### src/design/bts_pkg.sv
package bts_pkg;

	typedef struct packed {
		logic               kind;
		logic [15:0]        texel_address;
		logic [7:0]         first_byte;
		logic [7:0]         second_byte;
		logic [7:0]         third_byte;
		logic signed [23:0] u_coord;
		logic signed [23:0] v_coord;
	} item_t;

	typedef struct packed {
		logic [15:0] red;
		logic [15:0] green;
		logic [15:0] blue;
	} result_t;

	// Operands of the shared multiply-accumulate unit: acc = c + a * b.
	typedef struct packed {
		logic signed [25:0] a;
		logic signed [17:0] b;
		logic signed [43:0] c;
	} mac_op_t;

	typedef enum logic [12:0] {
		ST_IDLE     = 13'b0000000000001,
		ST_MUL_FX   = 13'b0000000000010,
		ST_MUL_FY   = 13'b0000000000100,
		ST_MUL_ROW0 = 13'b0000000001000,
		ST_MUL_ROW1 = 13'b0000000010000,
		ST_RD_C10   = 13'b0000000100000,
		ST_RD_C01   = 13'b0000001000000,
		ST_RD_C11   = 13'b0000010000000,
		ST_RD_WAIT  = 13'b0000100000000,
		ST_LERP_X0  = 13'b0001000000000,
		ST_LERP_X1  = 13'b0010000000000,
		ST_LERP_Y   = 13'b0100000000000,
		ST_FINISH   = 13'b1000000000000
	} state_t;

	localparam logic KIND_WRITE  = 1'b0;
	localparam logic KIND_SAMPLE = 1'b1;

	localparam logic [1:0] CFG_IMAGE_WIDTH     = 2'd0;
	localparam logic [1:0] CFG_IMAGE_HEIGHT    = 2'd1;
	localparam logic [1:0] CFG_WRAP_MODE       = 2'd2;
	localparam logic [1:0] CFG_SOURCE_CHANNELS = 2'd3;

	localparam logic WRAP_REPEAT = 1'b0;
	localparam logic WRAP_CLAMP  = 1'b1;

	localparam logic [8:0] DIM_RESET      = 9'd256;
	localparam logic [2:0] CHANNELS_RESET = 3'd4;

	localparam int TEXEL_W     = 24;
	localparam int STORE_DEPTH = 65536;

endpackage

### src/design/bts_mac.sv
module bts_mac (
	input  logic             clk,
	input  bts_pkg::mac_op_t op,
	output logic [43:0]      acc
);

	logic signed [43:0] acc_d;
	logic signed [43:0] acc_q;

	assign acc_d = op.c + op.a * op.b;

	always_ff @(posedge clk) begin
		acc_q <= acc_d;
	end

	assign acc = acc_q;

endmodule

### config.mk
export PLATFORM = sky130hd
export DESIGN_NAME = bts_mac
export DESIGN_NICKNAME = d
export VERILOG_FILES = /design/src/design/bts_pkg.sv /design/src/design/bts_mac.sv
export SDC_FILE = /design/constraint.sdc
export NUM_CORES = 1
export LEC_CHECK = 0
export ABC_CLOCK_PERIOD_IN_PS = 10300
export BUFFER_PORTS_ARGS = -buffer_cell sky130_fd_sc_hd__buf_4
export CELL_PAD_IN_SITES_DETAIL_PLACEMENT = 0
export CELL_PAD_IN_SITES_GLOBAL_PLACEMENT = 1
export CORE_MARGIN = 5
export CORE_UTILIZATION = 50
export CTS_BUF_LIST = sky130_fd_sc_hd__clkbuf_4
export DETAILED_ROUTE_END_ITERATION = 8
export GPL_ROUTABILITY_DRIVEN = 0
export PLACE_DENSITY = 0.81
export SLEW_MARGIN = 20
export SYNTH_ARGS = -nofsm -noshare
export SYNTH_HDL_FRONTEND = slang
export SYNTH_SLANG_ARGS = --single-unit
### constraint.sdc
create_clock -name clk -period 10.3 [get_ports clk]
set_input_delay 0.515 -clock clk [delete_from_list [all_inputs] [get_ports clk]]
set_output_delay 0.515 -clock clk [all_outputs]
set_load 0.005 [all_outputs]
## Yosys cells after proc, flatten, opt, wreduce, memory -nomap -nowiden

Cells that the tools add are included.

| operators by class | value |
|---|---|
| add/sub/neg operators | 1 |
| multipliers | 1 |

Operators by type and width:

| cell | count |
|---|---|
| 44-bit adder | 1 |
| 26-bit by 18-bit multiplier with 44-bit output | 1 |

| storage, ports and cells | value |
|---|---|
| output and inout port bits | 44 |
| word-level logic and storage cells | 3 |
| input port bits | 89 |
| flip-flop bits (word level) | 44 |

## Logic depth before layout (Yosys ltp)

| logic depth | value |
|---|---|
| depth in word-level cells | 2 |
| gate-level depth with buffers | 25 |
| depth with buffers taken out | 24 |

## Worst setup path before layout

No wires, ideal clock.

| timing path | value |
|---|---|
| path type | in2reg |
| start | input op[53] in the netlist's numbering |
| end | register acc_q[42], in the netlist acc[42] |
| buffers on the path | 2 |
| library setup time | 72 ps |
| data arrival time | 6589 ps |
| stages | 24 |
| slack | 3639 ps |
| required time | 10228 ps |
| path through | clkbuf_1 > clkbuf_1 > nand2_1 > fa_1 > inv_1 > fa_1 > inv_1 > fa_1 > inv_1 > fa_1 > fa_1 > inv_1 > fa_1 > inv_1 > fa_1 > ha_1 > and3_1 > a2111oi_4 > o21ai_2 > a21oi_4 > o21ai_2 > o31a_1 > a311oi_2 > xnor2_1 |

| on the way | value |
|---|---|
| word-level cells in the longest chain between the ends | 2 |

Ends and longest elaborated chain:

| element | RTL line | RTL |
|---|---|---|
| from (decl) | bts_mac.sv:3 | `input bts_pkg::mac_op_t op,` |
| 26-bit by 18-bit multiplier with 44-bit output | bts_mac.sv:10 | `assign acc_d = op.c + op.a * op.b;` |
| 44-bit adder | bts_mac.sv:10 |  |
| via acc_d[42] | bts_mac.sv:7 | `logic signed [43:0] acc_d;` |
| to (signal assigned) | bts_mac.sv:13 | `acc_q <= acc_d;` |
| to (decl) | bts_mac.sv:8 | `logic signed [43:0] acc_q;` |

The timed path passes the listed nets, and every way through them passes these cells.

## Worst setup path after layout

| timing path | value |
|---|---|
| start | input op[45] in the netlist's numbering |
| end | register acc_q[43], in the netlist acc[43] |

Same word-level chain as after synthesis.

==> results by group <==
Clock tree
  – CTS max path bufs: 2
  – CTS root buffer: clkbuf_4
  – Setup Fix Bufs, Post-CTS: 0
  – CTS buffer count: 5
  – CTS tree: done
  – CTS resizes: 0
  – CTS H-Tree Depth: 2
  – CTS hold repair buffers: 0
  – Sink Count: 44
  – Clock Pin Slew Worst Setup and Hold Paths: 0.17 ns

Place
  – Post-DP HPWL: 38900 um
  – Port Buffers: 132

Setup path
  – Most used cell, CP: fa_1
  – Worst path depth: 20
  – WS Path Type: input pin to flop
  – Family with the most delay on the worst path: adder cells
  – CP Data Required Time: 10.61 ns
  – Crit. End Element: flop
  – CP startpoint kind: input pin
  – Max incr delay on CP: 0.58 ns
  – Worst path arrival time: 7.11 ns
  – Worst Path Buf+Inv: 3
  – Slowest CP cell: fa_1
  – Crit path cell chain: buf_4, and2_1, fa_1, inv_1, fa_1, inv_1, fa_1, fa_1, fa_1, fa_1, ha_1, ha_1, a21o_1, a21oi_1, o21ai_1, a31oi_1, o2111ai_1, a311oi_1, o21bai_1, xnor2_1
  – Max FO, Critical Path: 26

Layout
  – Area delta synth->final: 7.39%
  – Largest register FFs: 44
  – Fin nets: 2744
  – Layout cells sized above 1: 0.0734

Routing
  – WL/cell: 18.4 um
  – Residual DRC: 0
  – DRT Pass-1 Iters: 5
  – Drt total wl: 46000 um
  – Initial DRC count: 642
  – Via count: 12916
  – Vias/cell: 5.17
  – Antenna viol nets, final: 0

Logic synthesis
  – Most common cell in the netlist: inv_1
  – Syn nets: 2680
  – Yosys top cell by area: fa_1
  – Seq/Total Area, Yosys: 0.0472
  – Commonest cells post-synth: inv_1, fa_1, nand2_1
  – Synth Register Bits: 44
  – Number of synthesized flops with an enable pin: 0
  – Library cells used by synthesis: 49
  – Primary FF master, synth: dfxtp_1
  – Mapped Area: 18600 um^2
  – Area contributors post-synth: fa_1, inv_1, ha_1, and2_1, nand2_1
  – Synth Warn #: 0
  – Post-synthesis async set-or-reset flop share: 0
  – Top-area cell type share of the netlist area: 0.535
  – Cell count after synthesis: 1965
  – Avg Cell Area, Syn: 9.49 um^2

Floorplanning
  – # IOs: 133
  – Die Wd: 203 um
  – Core box area: 36700 um^2
  – Initial Util: 0.508
  – Die area: 41300 um^2
  – Cell row count: 70
  – Die Y: 203 um

Timing
  – Tcrit/Tclk final: 0.660
  – Hold WS: 0.281 ns
  – Slew headroom: 0.394
  – Measured slew at the worst slew-check pin: 0.903 ns
  – Fin. Hold Viols: 0
  – RSZ-0062 raised after global routing: no
  – Max Slew Vio Count: 0
  – # setup viols final: 0
  – Highest clock rate: 147 MHz
  – Setup TNS: 0 ns
  – Fin crit period: 6.80 ns

Global route
  – Total GRT Usage: 0.236
  – Initial antenna violation count: 2
  – Total grt overflow: 0
  – Largest net degree at the start of global routing: 28
  – First-pass GRT wire length: 76600 um
  – Vias in the first global route: 14514

Run status
  – Status: complete, no violations

Flow run
  – Max Cap Violations: 0

Worst hold path
  – Hold path cells: 2
  – Hold crit path type: input pin to flop
-- cells by family (layout without fill, tap and decap cells) --
kind of cell | after synthesis | count (layout) | share of synthesized area
AOI/OAI and AO/OA | 125 | 125 | 0.0447
xor gates and xnor gates | 51 | 51 | 0.0240
adders and majority gates | 626 | 626 | 0.621
buffers and inverters | 578 | 643 | 0.117
DFF | 44 | 44 | 0.0472
muxes | 2 | 2 | 0.00114
other | 0 | 2 | 0
and+or+nand+nor | 539 | 539 | 0.146
-- metrics by stage --
step / util / setup WS [ns] / instances / cell area, um^2
2_1_floorplan: - / 3.64 / 1965 / 18600
5_1_grt: 0.546 / 3.18 / 2500 / 20000
4_1_cts: 0.545 / 3.45 / 2498 / 20000
3_3_place_gp: 0.543 / 3.05 / 2490 / 19900
6_report: 0.546 / 3.50 / 2500 / 20000
3_5_place_dp: 0.543 / 3.00 / 2490 / 19900
-- layer usage --
metal / vias up / track usage / part of all wire
met2: 358 / 0.417 / 0.52
met5: - / 0 / 0
met1: 6693 / 0.300 / 0.39
met4: 0 / 0.0846 / 0.043
met3: 85 / 0.0294 / 0.050
li1: 5780 / - / -
-- layout by cell type, fill, tap and decap left out, types with 12 or more instances in the layout --
cell / instances
inv_1: 503
fa_1: 498
nand2_1: 248
and2_1: 216
buf_4: 132
ha_1: 128
dfxtp_1: 44
a21oi_1: 39
xnor2_1: 34
nor2b_1: 27
a21o_1: 21
xor2_1: 17
o21ai_0: 12
nor2_1: 12
-- cell type report --
type                            instances  area (um^2)
Clock buffer                            5         37.5
Timing Repair Buffer                  132          991
Sequential cell                        44          881
Multi-Input combinational cell       1343        15600
Inverter                              503         1890
Fill cell                            3302        16700
Clock inverter                          3         47.5
Tap cell                              468          586
Antenna cell                            2         5.00
-- final timing paths --
path | startpoint | end
setup / recovery | op[45] | acc[43]
hold / removal | op[0] | acc[0]
Power is left out: the tool's default activity adds up to more than one toggle a clock period on the data nets, which glitch-free logic cannot reach.
